===== src/design/usb_config_descriptor_validator_defines.svh =====
// ----------------------------------------------------------------------------
// USB configuration descriptor validator - assertion macros
// Shared property wrappers for the concurrent checks in the RTL.
// ----------------------------------------------------------------------------
`ifndef USB_CONFIG_DESCRIPTOR_VALIDATOR_DEFINES_SVH
`define USB_CONFIG_DESCRIPTOR_VALIDATOR_DEFINES_SVH

// Check sampled on every rising edge, also while reset is held
`define CDV_ASSERT(label, clk, prop, msg) \
    label: assert property (@(posedge clk) (prop)) else $error(msg);

// Check sampled on rising edges, switched off while dis is high
`define CDV_ASSERT_IFF(label, clk, dis, prop, msg) \
    label: assert property (@(posedge clk) disable iff (dis) (prop)) else $error(msg);

`endif


===== src/design/usbcdv_pkg.sv =====
// ----------------------------------------------------------------------------
// USB configuration descriptor validator - package
// Shared types and descriptor constants.
// ----------------------------------------------------------------------------
package usbcdv_pkg;

    // Descriptor sizes and limits
    localparam logic [7:0] HEADER_SIZE   = 8'd9;
    localparam logic [7:0] INTERFACE_MIN = 8'd9;
    localparam logic [7:0] ENDPOINT_MIN  = 8'd7;
    localparam logic [7:0] ENTRY_MIN     = 8'd2;
    localparam logic [8:0] COUNT_MAX     = 9'h1FF;
    localparam logic [15:0] POS_MAX      = 16'hFFFF;

    // Descriptor type codes
    localparam logic [7:0] TYPE_CONFIGURATION = 8'd2;
    localparam logic [7:0] TYPE_INTERFACE     = 8'd4;
    localparam logic [7:0] TYPE_ENDPOINT      = 8'd5;

    // Header byte offsets
    localparam logic [3:0] HDR_LENGTH       = 4'd0;
    localparam logic [3:0] HDR_TYPE         = 4'd1;
    localparam logic [3:0] HDR_TOTAL_LO     = 4'd2;
    localparam logic [3:0] HDR_TOTAL_HI     = 4'd3;
    localparam logic [3:0] HDR_NUM_IFACES   = 4'd4;
    localparam logic [3:0] HDR_CONFIG_VALUE = 4'd5;

    // Sub-descriptor byte offsets
    localparam logic [7:0] ENT_LENGTH    = 8'd0;
    localparam logic [7:0] ENT_TYPE      = 8'd1;
    localparam logic [7:0] ENT_IFACE_NUM = 8'd2;
    localparam logic [7:0] ENT_ALT       = 8'd3;
    localparam logic [7:0] ENT_NUM_EP    = 8'd4;

    // One registered input word
    typedef struct packed {
        logic [7:0] data_byte;
        logic       last_byte;
    } byte_item_t;

    // One descriptor verdict
    typedef struct packed {
        logic [7:0]  configuration_value;
        logic [15:0] declared_length;
        logic [8:0]  interface_count;
        logic        is_valid;
    } result_t;

endpackage


===== src/design/usbcdv_in_stage.sv =====
// ----------------------------------------------------------------------------
// USB configuration descriptor validator - input register
// Holds one accepted byte and hands it to the checker when it can advance.
// ----------------------------------------------------------------------------
module usbcdv_in_stage (
    input  logic                    aclk,
    input  logic                    aresetn,
    input  logic                    s_tvalid,
    output logic                    s_tready,
    input  logic [7:0]              s_tdata,   // [7:0] data_byte
    input  logic                    s_tlast,
    input  logic                    out_free,
    output logic                    step,
    output usbcdv_pkg::byte_item_t  item
);
    import usbcdv_pkg::*;

    logic       valid_reg;
    byte_item_t item_reg;

    // A last byte needs room in the result register, others always advance
    assign step     = valid_reg && (!item_reg.last_byte || out_free);
    assign s_tready = !valid_reg || step;
    assign item     = item_reg;

    always_ff @(posedge aclk) begin
        if (!aresetn) begin
            valid_reg <= 1'b0;
        end else if (s_tready) begin
            valid_reg <= s_tvalid;
        end
    end

    always_ff @(posedge aclk) begin
        if (s_tready && s_tvalid) begin
            item_reg.data_byte <= s_tdata;
            item_reg.last_byte <= s_tlast;
        end
    end

endmodule


===== src/design/usbcdv_check.sv =====
// ----------------------------------------------------------------------------
// USB configuration descriptor validator - descriptor walker
// Header decode, sub-descriptor walk, interface map and verdict, one byte
// per step.
// ----------------------------------------------------------------------------
`include "usb_config_descriptor_validator_defines.svh"

module usbcdv_check #(
    parameter int unsigned INTERFACE_SLOTS = 256
) (
    input  logic                    aclk,
    input  logic                    aresetn,
    input  logic                    step,
    input  usbcdv_pkg::byte_item_t  item,
    output logic                    res_valid,
    output usbcdv_pkg::result_t     res
);
    import usbcdv_pkg::*;

    localparam int unsigned SLOT_W = $clog2(INTERFACE_SLOTS);

    // Walk state
    logic [15:0] pos_reg, pos_next;
    logic [15:0] total_reg, total_next;
    logic [7:0]  exp_ifs_reg, exp_ifs_next;
    logic [7:0]  cfg_num_reg, cfg_num_next;
    logic [7:0]  idx_reg, idx_next;
    logic [7:0]  size_reg, size_next;
    logic [7:0]  kind_reg, kind_next;
    logic [7:0]  num_reg, num_next;
    logic [7:0]  alt_reg, alt_next;
    logic        inside_reg, inside_next;
    logic [8:0]  eps_reg, eps_next;
    logic [7:0]  ep_exp_reg, ep_exp_next;
    logic [8:0]  ifs_reg, ifs_next;
    logic        ok_reg, ok_next;
    logic [INTERFACE_SLOTS-1:0] map_reg, map_next;

    // Interface number to map slot, worked out at elaboration
    logic [SLOT_W-1:0] slot_tbl [256];

    for (genvar g = 0; g < 256; g++) begin : g_slot
        localparam int unsigned SLOT = g % INTERFACE_SLOTS;
        assign slot_tbl[g] = SLOT_W'(SLOT);
    end

    logic [7:0]  b;
    logic        restart;

    assign b       = item.data_byte;
    assign restart = step && item.last_byte;

    // Next state for one byte
    always_comb begin
        logic              hold;
        logic [7:0]        idx_inc;
        logic [15:0]       remaining;
        logic [SLOT_W-1:0] slot;
        logic [16:0]       received;

        hold      = 1'b0;
        idx_inc   = '0;
        remaining = '0;
        slot      = '0;

        total_next   = total_reg;
        exp_ifs_next = exp_ifs_reg;
        cfg_num_next = cfg_num_reg;
        idx_next     = idx_reg;
        size_next    = size_reg;
        kind_next    = kind_reg;
        num_next     = num_reg;
        alt_next     = alt_reg;
        inside_next  = inside_reg;
        eps_next     = eps_reg;
        ep_exp_next  = ep_exp_reg;
        ifs_next     = ifs_reg;
        ok_next      = ok_reg;
        map_next     = map_reg;

        if (ok_reg) begin
            if (pos_reg < {8'd0, HEADER_SIZE}) begin
                // Configuration header
                unique case (pos_reg[3:0])
                    HDR_LENGTH: begin
                        if (b != HEADER_SIZE) ok_next = 1'b0;
                    end
                    HDR_TYPE: begin
                        if (b != TYPE_CONFIGURATION) ok_next = 1'b0;
                    end
                    HDR_TOTAL_LO: begin
                        total_next = {total_reg[15:8], b};
                    end
                    HDR_TOTAL_HI: begin
                        total_next = {b, total_reg[7:0]};
                        if ({b, total_reg[7:0]} < {8'd0, HEADER_SIZE}) ok_next = 1'b0;
                    end
                    HDR_NUM_IFACES: begin
                        exp_ifs_next = b;
                    end
                    HDR_CONFIG_VALUE: begin
                        cfg_num_next = b;
                        if (b == 8'd0) ok_next = 1'b0;
                    end
                    default: begin
                    end
                endcase
            end else if (pos_reg >= total_reg) begin
                // Byte beyond the declared total
                ok_next = 1'b0;
            end else begin
                // Sub-descriptor walk
                if (idx_reg == ENT_LENGTH) begin
                    remaining = total_reg - pos_reg;
                    if (b < ENTRY_MIN || {8'd0, b} > remaining) begin
                        ok_next = 1'b0;
                        hold    = 1'b1;
                    end else begin
                        size_next = b;
                    end
                end else if (idx_reg == ENT_TYPE) begin
                    kind_next = b;
                    if (b == TYPE_INTERFACE) begin
                        if (size_reg < INTERFACE_MIN ||
                            (inside_reg && eps_reg != {1'b0, ep_exp_reg})) begin
                            ok_next = 1'b0;
                            hold    = 1'b1;
                        end
                    end else if (b == TYPE_ENDPOINT) begin
                        eps_next = (eps_reg < COUNT_MAX) ? eps_reg + 9'd1 : eps_reg;
                        if (size_reg < ENDPOINT_MIN || !inside_reg ||
                            eps_next > {1'b0, ep_exp_reg}) begin
                            ok_next = 1'b0;
                            hold    = 1'b1;
                        end
                    end
                end else if (kind_reg == TYPE_INTERFACE) begin
                    if (idx_reg == ENT_IFACE_NUM) begin
                        num_next = b;
                    end else if (idx_reg == ENT_ALT) begin
                        alt_next = b;
                    end else if (idx_reg == ENT_NUM_EP) begin
                        inside_next = 1'b1;
                        eps_next    = '0;
                        ep_exp_next = b;
                        // Alternate zero opens a new interface number
                        if (alt_reg == 8'd0) begin
                            slot = slot_tbl[num_reg];
                            if (map_reg[slot]) ok_next = 1'b0;
                            map_next[slot] = 1'b1;
                            if (ok_next && ifs_reg < COUNT_MAX) ifs_next = ifs_reg + 9'd1;
                            if (!ok_next) hold = 1'b1;
                        end
                    end
                end

                if (!hold) begin
                    idx_inc  = idx_reg + 8'd1;
                    idx_next = (idx_inc >= size_next) ? 8'd0 : idx_inc;
                end
            end
        end

        // Byte count runs on after a failure and saturates
        pos_next = (pos_reg != POS_MAX) ? pos_reg + 16'd1 : pos_reg;

        // Verdict on the last byte
        received                = {1'b0, pos_reg} + 17'd1;
        res.is_valid            = ok_next && (received == {1'b0, total_next}) &&
                                  (ifs_next == {1'b0, exp_ifs_next}) &&
                                  (eps_next == {1'b0, ep_exp_next});
        res.interface_count     = ifs_next;
        res.declared_length     = total_next;
        res.configuration_value = cfg_num_next;
    end

    assign res_valid = restart;

    // State update, back to the start after each descriptor
    always_ff @(posedge aclk) begin
        if (!aresetn || restart) begin
            pos_reg     <= '0;
            total_reg   <= '0;
            exp_ifs_reg <= '0;
            cfg_num_reg <= '0;
            idx_reg     <= '0;
            size_reg    <= '0;
            kind_reg    <= '0;
            num_reg     <= '0;
            alt_reg     <= '0;
            inside_reg  <= 1'b0;
            eps_reg     <= '0;
            ep_exp_reg  <= '0;
            ifs_reg     <= '0;
            ok_reg      <= 1'b1;
            map_reg     <= '0;
        end else if (step) begin
            pos_reg     <= pos_next;
            total_reg   <= total_next;
            exp_ifs_reg <= exp_ifs_next;
            cfg_num_reg <= cfg_num_next;
            idx_reg     <= idx_next;
            size_reg    <= size_next;
            kind_reg    <= kind_next;
            num_reg     <= num_next;
            alt_reg     <= alt_next;
            inside_reg  <= inside_next;
            eps_reg     <= eps_next;
            ep_exp_reg  <= ep_exp_next;
            ifs_reg     <= ifs_next;
            ok_reg      <= ok_next;
            map_reg     <= map_next;
        end
    end

    // Checks
    `CDV_ASSERT(a_reset_restarts, aclk, !aresetn |=> (pos_reg == 16'd0 && ok_reg), "reset did not restart the walk")
    `CDV_ASSERT_IFF(a_last_clears, aclk, !aresetn, restart |=> (pos_reg == 16'd0 && ok_reg && map_reg == '0), "walk state not cleared after last byte")
    `CDV_ASSERT_IFF(a_fail_sticks, aclk, !aresetn, (!ok_reg && !restart) |=> !ok_reg, "failure cleared inside a descriptor")
    `CDV_ASSERT_IFF(a_idle_holds, aclk, !aresetn, !step |=> $stable(pos_reg) && $stable(ifs_reg), "walk state moved without a byte")

endmodule


===== src/design/usbcdv_out_stage.sv =====
// ----------------------------------------------------------------------------
// USB configuration descriptor validator - result register
// Holds one verdict word until the downstream side takes it.
// ----------------------------------------------------------------------------
module usbcdv_out_stage (
    input  logic                 aclk,
    input  logic                 aresetn,
    input  logic                 res_valid,
    input  usbcdv_pkg::result_t  res,
    output logic                 out_free,
    output logic                 m_tvalid,
    input  logic                 m_tready,
    output logic [39:0]          m_tdata    // [0] is_valid, [9:1] interface_count,
                                            // [25:10] declared_length,
                                            // [33:26] configuration_value, [39:34] zero
);
    import usbcdv_pkg::*;

    logic    valid_reg;
    result_t res_reg;

    assign out_free = !valid_reg || m_tready;
    assign m_tvalid = valid_reg;
    assign m_tdata  = {6'd0, res_reg.configuration_value, res_reg.declared_length,
                       res_reg.interface_count, res_reg.is_valid};

    always_ff @(posedge aclk) begin
        if (!aresetn) begin
            valid_reg <= 1'b0;
        end else if (out_free) begin
            valid_reg <= res_valid;
        end
    end

    always_ff @(posedge aclk) begin
        if (out_free && res_valid) begin
            res_reg <= res;
        end
    end

endmodule


===== src/design/usb_config_descriptor_validator.sv =====
// ----------------------------------------------------------------------------
// USB configuration descriptor validator - top level
// Checks the structure of a configuration descriptor streamed in byte by byte.
// ----------------------------------------------------------------------------
// The block takes one descriptor byte per clock, with tlast on the final byte,
// and returns one verdict word for each descriptor: pass flag, alternate-zero
// interface count, declared total length and configuration value. Each byte
// goes through an input register and one pass of the descriptor walker, and
// the verdict is written into the result register as the last byte leaves
// the input register. Bytes keep flowing while a verdict waits to be
// taken; only the next last byte waits until the result register is free. The
// walk state and the interface seen map (INTERFACE_SLOTS flops) are cleared in
// the same cycle the last byte is processed, so the next descriptor may follow
// at once.
module usb_config_descriptor_validator #(
    parameter int unsigned INTERFACE_SLOTS = 256
) (
    input  logic        aclk,
    input  logic        aresetn,
    input  logic        s_tvalid,
    output logic        s_tready,
    input  logic [7:0]  s_tdata,    // [7:0] data_byte
    input  logic        s_tlast,
    output logic        m_tvalid,
    input  logic        m_tready,
    output logic [39:0] m_tdata     // [0] is_valid, [9:1] interface_count,
                                    // [25:10] declared_length,
                                    // [33:26] configuration_value, [39:34] zero
);
    import usbcdv_pkg::*;

    logic       step;
    logic       out_free;
    logic       res_valid;
    byte_item_t item;
    result_t    res;

    usbcdv_in_stage u_in (
        .aclk     (aclk),
        .aresetn  (aresetn),
        .s_tvalid (s_tvalid),
        .s_tready (s_tready),
        .s_tdata  (s_tdata),
        .s_tlast  (s_tlast),
        .out_free (out_free),
        .step     (step),
        .item     (item)
    );

    usbcdv_check #(
        .INTERFACE_SLOTS (INTERFACE_SLOTS)
    ) u_check (
        .aclk      (aclk),
        .aresetn   (aresetn),
        .step      (step),
        .item      (item),
        .res_valid (res_valid),
        .res       (res)
    );

    usbcdv_out_stage u_out (
        .aclk      (aclk),
        .aresetn   (aresetn),
        .res_valid (res_valid),
        .res       (res),
        .out_free  (out_free),
        .m_tvalid  (m_tvalid),
        .m_tready  (m_tready),
        .m_tdata   (m_tdata)
    );

endmodule

===== config.mk =====
export PLATFORM = sky130hd
export DESIGN_NAME = usb_config_descriptor_validator
export DESIGN_NICKNAME = d
export VERILOG_FILES = /design/src/design/usbcdv_pkg.sv /design/src/design/usbcdv_in_stage.sv /design/src/design/usbcdv_check.sv /design/src/design/usbcdv_out_stage.sv /design/src/design/usb_config_descriptor_validator.sv
export VERILOG_INCLUDE_DIRS = /design/src /design/src/design
export SDC_FILE = /design/constraint.sdc
export NUM_CORES = 1
export LEC_CHECK = 0
export ABC_CLOCK_PERIOD_IN_PS = 9100
export BUFFER_PORTS_ARGS = -buffer_cell sky130_fd_sc_hd__buf_2
export CAP_MARGIN = 20
export CELL_PAD_IN_SITES_DETAIL_PLACEMENT = 1
export CELL_PAD_IN_SITES_GLOBAL_PLACEMENT = 1
export CORE_UTILIZATION = 35
export CTS_CLUSTER_SIZE = 30
export DETAILED_ROUTE_END_ITERATION = 8
export GPL_TIMING_DRIVEN = 0
export PLACE_DENSITY_LB_ADDON = 0.1
export SLEW_MARGIN = 25
export SYNTH_ARGS = -nofsm -noshare
export SYNTH_HDL_FRONTEND = slang
export SYNTH_SLANG_ARGS = --single-unit
export TNS_END_PERCENT = 20

===== constraint.sdc =====
create_clock -name aclk -period 9.1 [get_ports aclk]
set_input_delay 0.91 -clock aclk [delete_from_list [all_inputs] [get_ports aclk]]
set_output_delay 0.91 -clock aclk [all_outputs]
set_load 0.01 [all_outputs]

==> metrics.md, run 1 <==
| Metric | Value |
|---|---|
| Outcome | completed |
| Core Box Area | 56400 um2 |
| # diodes | 0 |
| Final core utilization | 0.406 |
| Seq pwr share | 0.450 |
| Crit path kind | flip-flop to flip-flop |
| Seq/Total Area, Yosys | 0.440 |
| Area grow syn2layout | 14.9% |
| Worst skew pair latency | 0.63 ns |
| Yosys warns | 0 |
| Synth top area cells | dfxtp_1, a21oi_1, nor2_1 |
| Synth cell count leaders | nor2_1, dfxtp_1, a21oi_1 |
| Critical Path RT | 9.62 ns |
| Mapped Area | 19900 um2 |
| Crit-path leading delay family | compound AO/OA/AOI/OAI gates |
| Sw Ratio | 0.247 |
| RSZ-0062 raised after global routing | false |
| Buf/Inv on CP | 3 |
| Slowest cell on crit path | o32ai_1 |
| Placed Instances | 3050 |
| Initial DRC Count | 1060 |
| Worst Hold End | u_check.exp_ifs_reg[5] |
| Clk slew on worst S/H paths | 0.06 ns |
| RD Place Congestion | 0.891 |
| # hold bufs at CTS | 0 |
| Yosys top cell area share | 0.375 |
| HP Class | flip-flop to flip-flop |
| Post-route DRC | 0 |
| First-pass GRT wire length | 110 mm |
| Sum Neg Setup Slack | 0 ns |
| Hold Slack | 0.453 ns |
| Critical Path AT | 8.15 ns |
| Row cnt | 87 |
| Top_reg_cell synth | dfxtp_1 |
| Cts bufs inserted | 49 |
| Highest Clock Rate | 0.131 GHz |
| Layout cells sized above 1 | 0.110 |
| Final Max Tran Viols | 0 |
| Combinational power share | 0.061 |
| MaxCap Viol Count | 0 |
| Setup Buffers After CTS | 0 |
| PostCTS Resize Cnt | 0 |
| Asr flop ratio synth | 0 |
| Routed len/inst | 23.3 um |
| CTS tree | yes |
| Die Height | 241 um |
| # IOs | 55 |
| Hold Violations, Final | 0 |
| H-tree Lvls | 2 |
| Most frequently used cell type in the post-synthesis netlist | nor2_1 |
| Remaining antenna violation count | 0 |
| Critical path's largest stage delay | 0.76 ns |
| Sw power | 1.03 mW |
| Period utilization | 0.838 |
| Clock Power Share | 0.489 |
| Detailed Place HPWL | 52.6 mm |
| Critical path fanouts, max | 10 |
| Vias in the first global route | 17800 |
| CP startpoint kind | flip-flop |
| Die W | 241 um |
| Endpoints failing setup | 0 |
| Cell taking the most area after synthesis | dfxtp_1 |
| Gate Count Post-Synth | 2238 |
| Non-Filler Instances | 3141 |
| Worst rel slew slack | 0.259 |
| Layout Nets | 2409 |
| Leakage | 8.25 nW |
| Clk_skew | 0.0330 ns |
| Die area | 57900 um2 |
| Minimum clock period | 7.63 ns |
| R2R Path End | u_check.idx_reg[1] |
| Unique masters post-synth | 81 |
| Via count | 17300 |
| Reg2reg start | u_check.pos_reg[2] |
| Root Driver | clkbuf_16 |
| Number of I/O port buffers | 48 |
| Seq cells post-synth | 417 |
| Hold Crit Depth | 2 |
| Slew @ Worst Pin | 1.11 ns |
| Peak VDD IR | 0.150 mV |
| WL final | 73.3 mm |
| CP most frequent cell | a21o_1 |
| Starting Density | 0.354 |
| Largest net degree at the start of global routing | 24 |
| DRT Pass-1 Iters | 5 |
| All-Layer GR Usage | 0.255 |
| Worst hold start | u_check.exp_ifs_reg[5] |
| Mapped Avg Cell Area | 8.91 um2 |
| Clock Tree Buf Depth | 3 |
| EDFF count, synth | 43 |
| Pwr Density | 182 nW/um2 |
| Initial antenna violation count | 0 |
| Final Power | 4.18 mW |
| R2r setup slk | 1.47 ns |
| Grt ovf | 0 |
| Worst setup EP type | flip-flop |
| Max FFs per register | 256 |
| Via density per instance | 5.51 |
| Clock sinks | 417 |
| Internal power component | 3.15 mW |
| Register-to-Register Path Depth | 31 |
==> routing by layer <==
metal	vias to the layer above	global-route usage	routed length (um)
met5	-	0	0
met4	0	0.0961	2430
met3	114	0.0299	2780
met2	368	0.442	35900
met1	8729	0.325	32200
li1	8101	-	-
==> how the worst max path moves through the flow <==
stage | start | to | slack (ns) | depth (start not counted)
floorplan | u_check.pos_reg[2] | u_check.idx_reg[1] | 3.24 | 30
global placement | u_check.pos_reg[2] | u_check.idx_reg[1] | 1.69 | 31
detailed placement | u_check.pos_reg[2] | u_check.idx_reg[1] | 1.67 | 31
CTS | u_check.pos_reg[2] | u_check.idx_reg[1] | 1.56 | 31
global route | u_check.pos_reg[2] | u_check.idx_reg[1] | 0.99 | 31
finish | u_check.pos_reg[2] | u_check.idx_reg[1] | 1.47 | 31
==> cells by family (layout without fill, tap and decap cells) <==
kind of cell,count (synthesis),count (layout),synth area share
AOI/OAI and AO/OA,543,543,0.160
xor gates and xnor gates,84,84,0.0369
adders and majority gates,51,51,0.0324
buffers and inverters,219,361,0.0458
DFF,417,417,0.440
muxes,164,164,0.112
other,1,6,0.000188
and+or+nand+nor,759,759,0.173
==> metrics by stage <==
stage	worst slack, ns	instance area [um2]
after CTS	1.56	22900
after global routing	0.992	22900
after global placement	1.69	21200
final	1.47	22900
after detailed placement	1.67	21200
after floorplan	3.24	20000
==> final cells by class <==
class,instances,area [um2]
buffer,165,711
clock buffer,69,1400
clock inverter,22,269
fill,6655,33500
inverter,54,203
multi-input combinational,1607,10300
sequential,417,8780
tap,756,946
timing repair buffer,51,283
==> worst min-delay path, cell delays in order (launching register included) <==
cell and delay, ns:
dfxtp_1 0.31, nand2_1 0.05, a21oi_1 0.05
==> cell usage in the layout, fill, tap and decap left out, drive strengths merged, types with 6 or more instances in the layout <==
cell	instances
o22ai	11
or4	10
clkbuf	202
and3	18
o21a	12
mux2	18
a31oi	8
ha	50
dfxtp	374
a22oi	30
and2	13
clkinv	16
a21oi	350
xnor2	65
edfxtp	43
nor2b	17
nor2	398
nand3	53
o21ai	36
a21o	12
nor4	14
a21boi	7
inv	55
a22o	10
nand2	125
o31ai	10
buf	83
nand2b	18
mux4	45
conb	6
xor2	19
a211oi	17
nor3	41
mux2i	101
or3	8
nand4	22
==> power by group through the flow <==
stage / clock [mW] / sequential [mW] / combinational [mW]
after floorplan: 0 / 1.92 / 0.165
after global placement: 0 / 1.92 / 0.249
after detailed placement: 0 / 1.92 / 0.253
after CTS: 2.09 / 1.88 / 0.255
after global routing: 2.17 / 1.88 / 0.277
final: 2.04 / 1.88 / 0.254
Note: power is estimated with default switching activity, not from simulation.
==> run 2: changes to the inputs <==
ABC_CLOCK_PERIOD_IN_PS = 7400   (was 9100)
clock period = 7.4 ns   (was 9.1 ns; I/O delays follow)
==> metrics.md, run 2 (synthesis results as in run 1) <==
| Metric | Value |
|---|---|
| Outcome | completed |
| Period utilization | 0.929 (+0.0908) |
| R2r setup slk | 0.53 ns (-0.95 ns) |
| Non-Filler Instances | 3141 (unchanged) |
| Multi-input gate area | 10300 um2 (+0.11%) |
| Hold Crit Depth | 1 (-1) |
| Routed len/inst | 23.3 um (about the same) |
| Slowest cell on crit path | o32ai_2 |
| Critical path fanouts, max | 10 (unchanged) |
| Placed Instances | 3050 (unchanged) |
| Reg2reg start | u_check.pos_reg[2] |
| Worst Hold End | u_in.item[7] |
| R2R Path End | u_check.idx_reg[1] |
| Cts bufs inserted | 49 (unchanged) |
| # diodes | 0 (unchanged) |
| Most common cell after layout, fill and taps aside | nor2_1 |
| Slew @ Worst Pin | 1.11 ns (-0.00216 ns) |
| Die Height | 241 um (unchanged) |
| Die area | 57900 um2 (unchanged) |
| DRT Pass-1 Iters | 5 (unchanged) |
| Final Max Tran Viols | 0 (unchanged) |
| Peak VDD IR | 0.185 mV (+23%) |
| First-pass GRT wire length | 110 mm (unchanged) |
| Vias in the first global route | 17800 (unchanged) |
| Worst hold start | s_tdata[6] |
| Worst skew pair latency | 0.63 ns (about the same) |
| All-Layer GR Usage | 0.255 (unchanged) |
| Leakage | 8.26 nW (+0.11%) |
| Most frequent cells in the layout | nor2_1, dfxtp_1, a21oi_1 |
| Critical path's largest stage delay | 0.49 ns (-0.27 ns) |
| Final core utilization | 0.407 (about the same) |
| Worst rel slew slack | 0.260 (+0.00144) |
| Layout cells sized above 1 | 0.112 (+0.00168) |
| CP startpoint kind | flip-flop |
| Minimum clock period | 6.87 ns (-0.753 ns) |
| Highest Clock Rate | 0.145 GHz (+11%) |
| Layout Nets | 2409 (unchanged) |
| Hold Violations, Final | 0 (unchanged) |
| # IOs | 55 (unchanged) |
| Final Worst Setup Slack | 0.527 ns (-0.947 ns) |
| Detailed Place HPWL | 52.6 mm (unchanged) |
| Remaining antenna violation count | 0 (unchanged) |
| Fillers | 6652 (-0.045%) |
| Largest net degree at the start of global routing | 24 (unchanged) |
| Core Box Area | 56400 um2 (unchanged) |
| HP Class | input pin to flip-flop |
| Sequential cell area | 8780 um2 (unchanged) |
| Area grow syn2layout | 15.0% (about the same) |
| H-tree Lvls | 2 (unchanged) |
| Clock Tree Buf Depth | 3 (unchanged) |
| RSZ-0062 raised after global routing | false |
| Row cnt | 87 (unchanged) |
| Clk_skew | 0.0342 ns (+0.00117 ns) |
| Number of I/O port buffers | 48 (unchanged) |
| Post-route DRC | 0 (unchanged) |
| Hold Slack | 0.304 ns (-0.149 ns) |
| Grt ovf | 0 (unchanged) |
| Via density per instance | 5.52 (+0.20%) |
| WL final | 73.3 mm (about the same) |
| Via count | 17300 (+0.20%) |
| Crit path kind | flip-flop to flip-flop |
| Pwr Density | 224 nW/um2 (+23%) |
| Critical Path RT | 7.92 ns (-1.70 ns) |
| Endpoints failing setup | 0 (unchanged) |
| Clock sinks | 417 (unchanged) |
| Final Power | 5.14 mW (+23%) |
| Setup Buffers After CTS | 0 (unchanged) |
| Initial DRC Count | 1064 (+0.38%) |
| Initial antenna violation count | 0 (unchanged) |
| Clk slew on worst S/H paths | 0.06 ns (about the same) |
| Pre-CTS setup slack | -0.0334 ns (-1.70 ns) |
| MaxCap Viol Count | 0 (unchanged) |
| CTS tree | yes |
| # hold bufs at CTS | 0 (unchanged) |
| Max FFs per register | 256 (unchanged) |
| Root Driver | clkbuf_16 |
| RD Place Congestion | 0.891 (unchanged) |
| PostCTS Resize Cnt | 1 (+1) |
| Register-to-Register Path Depth | 31 (unchanged) |
| Starting Density | 0.354 (unchanged) |
| Worst setup EP type | flip-flop |
| CP most frequent cell | a21o_1 |
| Die W | 241 um (unchanged) |
| Critical Path AT | 7.39 ns (-0.76 ns) |
run 2: cell counts in the layout (fill, tap and decap cells not counted):
No cell type changed its count.
run 2: per-stage QoR:
stage | area, um2 | setup TNS [ns]
final | 22900 | 0
after detailed placement | 21200 | -0.0611
after global routing | 22900 | 0
after CTS | 22900 | 0
after floorplan | 20000 | 0
after global placement | 21200 | -0.0102
run 2: cell type report:
| class | instances | share of cell area |
|---|---|---|
| clock buffer | 69 | 0.0611 |
| buffer | 165 | 0.0311 |
| tap | 756 | 0.0413 |
| timing repair buffer | 51 | 0.0123 |
| inverter | 54 | 0.00884 |
| clock inverter | 22 | 0.0117 |
| multi-input combinational | 1607 | 0.451 |
| sequential | 417 | 0.383 |
run 2: worst max path at each step:
stage | from | endpoint | cells after the start
2_1_floorplan | u_check.pos_reg[2] | u_check.idx_reg[1] | 30
3_5_place_dp | u_check.pos_reg[2] | u_check.idx_reg[1] | 31
5_1_grt | u_check.pos_reg[2] | u_check.idx_reg[1] | 31
4_1_cts | u_check.pos_reg[2] | u_check.idx_reg[1] | 31
6_report | u_check.pos_reg[2] | u_check.idx_reg[1] | 31
3_3_place_gp | u_check.pos_reg[2] | u_check.idx_reg[1] | 31
run 2: metal layers:
layer | vias up | global-route usage | wire length [um]
met5 | - | 0 | 0
met4 | 0 | 0.0961 | 2430
met3 | 114 | 0.0299 | 2740
met2 | 382 | 0.442 | 35800
met1 | 8741 | 0.325 | 32300
li1 | 8109 | - | -
run 2: worst max-delay path, delay by kind of cell (launching register included):
| family | cells | cell delay, ns |
|---|---|---|
| AO/OA/AOI/OAI | 15 | 3.03 |
| adder cells (fa/ha/maj) | 3 | 0.99 |
| flip-flops | 1 | 0.38 |
| XOR/XNOR | 1 | 0.21 |
| buffers and inverters | 3 | 0.75 |
| AND/OR/NAND/NOR | 7 | 0.93 |
| multiplexers | 2 | 0.47 |
run 2: power breakdown:
part	switching (mW)	internal, mW
sequential	0.0174	2.30
combinational	0.209	0.104
clock	1.04	1.47
total	1.27	3.87
==> run 3: changes to the inputs <==
--- a/config.mk
+++ b/config.mk
@@ -11,4 +11,4 @@
 export CAP_MARGIN = 20
-export CELL_PAD_IN_SITES_DETAIL_PLACEMENT = 1
-export CELL_PAD_IN_SITES_GLOBAL_PLACEMENT = 1
+export CELL_PAD_IN_SITES_DETAIL_PLACEMENT = 2
+export CELL_PAD_IN_SITES_GLOBAL_PLACEMENT = 2
 export CORE_UTILIZATION = 35
==> constraint.sdc (replaced) <==
create_clock -name aclk -period 7.4 [get_ports aclk]
set_input_delay 1.11 -clock aclk [delete_from_list [all_inputs] [get_ports aclk]]
set_output_delay 1.11 -clock aclk [all_outputs]
set_load 0.01 [all_outputs]
==> metrics.md, run 3 (synthesis results as in run 1) <==
| Metric | Value |
|---|---|
| Most common cell after layout, fill and taps aside | nor2_1 |
| CTS tree | yes |
| DRT Pass-1 Iters | 5 (unchanged) |
| Root Driver | clkbuf_16 |
| Fillers | 6377 (-4.1%) |
| Crit path kind | flip-flop to flip-flop |
| WL final | 80.1 mm (+9.2%) |
| # hold bufs at CTS | 0 (unchanged) |
| RD Place Congestion | 0.931 (+4.5%) |
| Critical Path RT | 7.96 ns (+0.04 ns) |
| Grt ovf | 0 (unchanged) |
| Clk_skew | 0.0520 ns (+0.0178 ns) |
| Remaining antenna violation count | 0 (unchanged) |
| Sequential cell area | 8780 um2 (unchanged) |
| Final Max Tran Viols | 0 (unchanged) |
| Critical path fanouts, max | 10 (unchanged) |
| Outcome | completed |
| Multi-input gate area | 10300 um2 (about the same) |
| Reg2reg start | u_check.pos_reg[3] |
| Post-route DRC | 0 (unchanged) |
| Layout cells sized above 1 | 0.111 (-0.000512) |
| Leakage | 8.23 nW (-0.38%) |
| First-pass GRT wire length | 121 mm (+9.4%) |
| Pwr Density | 221 nW/um2 (-1.3%) |
| MaxCap Viol Count | 0 (unchanged) |
| # diodes | 0 (unchanged) |
| Slowest cell on crit path | o32ai_2 |
| Largest net degree at the start of global routing | 25 (+4.2%) |
| Clock sinks | 417 (unchanged) |
| Highest Clock Rate | 0.145 GHz (-0.60%) |
| Worst skew pair latency | 0.63 ns (about the same) |
| Initial antenna violation count | 0 (unchanged) |
| Most frequent cells in the layout | nor2_1, dfxtp_1, a21oi_1 |
| Cell Area, Placed | 21200 um2 (about the same) |
| Period utilization | 0.934 (+0.00563) |
| Row cnt | 87 (unchanged) |
| Worst hold start | u_check.exp_ifs_reg[3] |
| Detailed Place HPWL | 57.5 mm (+9.5%) |
| Number of I/O port buffers | 48 (unchanged) |
| Hold Violations, Final | 0 (unchanged) |
| Worst setup EP type | flip-flop |
| Critical Path AT | 7.48 ns (+0.09 ns) |
| Critical path's largest stage delay | 0.45 ns (-0.04 ns) |
| Worst Setup SP | u_check.pos_reg[3] |
| H-tree Lvls | 2 (unchanged) |
| Via count | 17600 (+1.4%) |
| Die area | 57900 um2 (unchanged) |
| Clk slew on worst S/H paths | 0.06 ns (about the same) |
| Routed len/inst | 25.5 um (+9.2%) |
| Initial DRC Count | 877 (-18%) |
| Die Height | 241 um (unchanged) |
| Worst rel slew slack | 0.222 (-0.0378) |
| RSZ-0062 raised after global routing | false |
| Area grow syn2layout | 14.7% |
| Slew @ Worst Pin | 1.17 ns (+0.0566 ns) |
| Design Area, Final | 22900 um2 (-0.25%) |
| Endpoints failing setup | 0 (unchanged) |
| Cts bufs inserted | 50 (+2.0%) |
| Core Box Area | 56400 um2 (unchanged) |
| Vias in the first global route | 19100 (+7.5%) |
| HP Class | flip-flop to flip-flop |
| PostCTS Resize Cnt | 1 (unchanged) |
| Final core utilization | 0.406 (-0.000998) |
| Final Power | 5.06 mW (-1.6%) |
| Via density per instance | 5.60 (+1.4%) |
| Minimum clock period | 6.92 ns (+0.0417 ns) |
| Starting Density | 0.354 (unchanged) |
| Setup Buffers After CTS | 0 (unchanged) |
| CP startpoint kind | flip-flop |
| Die W | 241 um (unchanged) |
| Peak VDD IR | 0.168 mV (-9.0%) |
| # IOs | 55 (unchanged) |
| All-Layer GR Usage | 0.279 (+0.0233) |
| Sum Neg Setup Slack | 0 ns (unchanged) |
| Max FFs per register | 256 (unchanged) |
| Clock Tree Buf Depth | 3 (unchanged) |
| CP most frequent cell | a21o_1 |
| Layout Nets | 2410 (+0.042%) |
-- run 3: cell types whose count changed in the layout (fill, tap and decap cells not counted), sizes merged --
| cell | before | now |
|---|---|---|
| clkbuf | 202 | 211 |
| bufinv | 4 | 0 |
| clkinv | 16 | 13 |
-- run 3: power by group --
part | leakage (nW) | internal (mW) | total (mW) | switching (mW)
clock network | 0.797 | 1.39 | 2.42 | 1.03
logic | 3.99 | 0.104 | 0.324 | 0.220
registers | 3.44 | 2.30 | 2.32 | 0.0188
total | 8.23 | 3.79 | 5.06 | 1.27
-- run 3: worst paths after layout --
path	to	slack (ns)	depth (start not counted)
max	u_check.idx_reg[1]	0.48	31
min	u_check.exp_ifs_reg[3]	0.46	2
max reg2reg	u_check.idx_reg[1]	0.48	31
min reg2reg	u_check.exp_ifs_reg[3]	0.46	2
-- run 3: routing by layer --
metal	track usage	vias up	part of all wire	wire length [um]
met3	0.0324	137	0.027	2180
met2	0.502	288	0.50	40400
met4	0.103	0	0.034	2710
li1	-	8103	-	-
met5	0	-	0	0
met1	0.339	9069	0.43	34800
-- run 3: final cells by class --
class                      count  area share
multi-input combinational   1607       0.452
sequential                   417       0.384
clock buffer                  78      0.0650
tap                          756      0.0414
buffer                       165      0.0312
timing repair buffer          51      0.0119
inverter                      54     0.00886
clock inverter                15     0.00574
-- run 3: through the flow --
| step | hold WS, ns | worst slack [ns] | cells |
|---|---|---|---|
| 2_1_floorplan | 0.429 | 1.54 | 2243 |
| 3_3_place_gp | 0.439 | 0.163 | 3047 |
| 3_5_place_dp | 0.455 | -0.0281 | 3050 |
| 4_1_cts | 0.463 | 0.167 | 3143 |
| 5_1_grt | 0.477 | 0.0204 | 3143 |
| 6_report | 0.459 | 0.485 | 3143 |
-- run 3: critical path, delay by kind of cell (launching register included) --
family	cells	cell delay (ns)
compound gates	15	2.94
xor+xnor	1	0.21
fa+ha+maj	3	1.02
buf+inv	3	0.94
flops	1	0.40
mux	2	0.48
simple gates	7	0.88
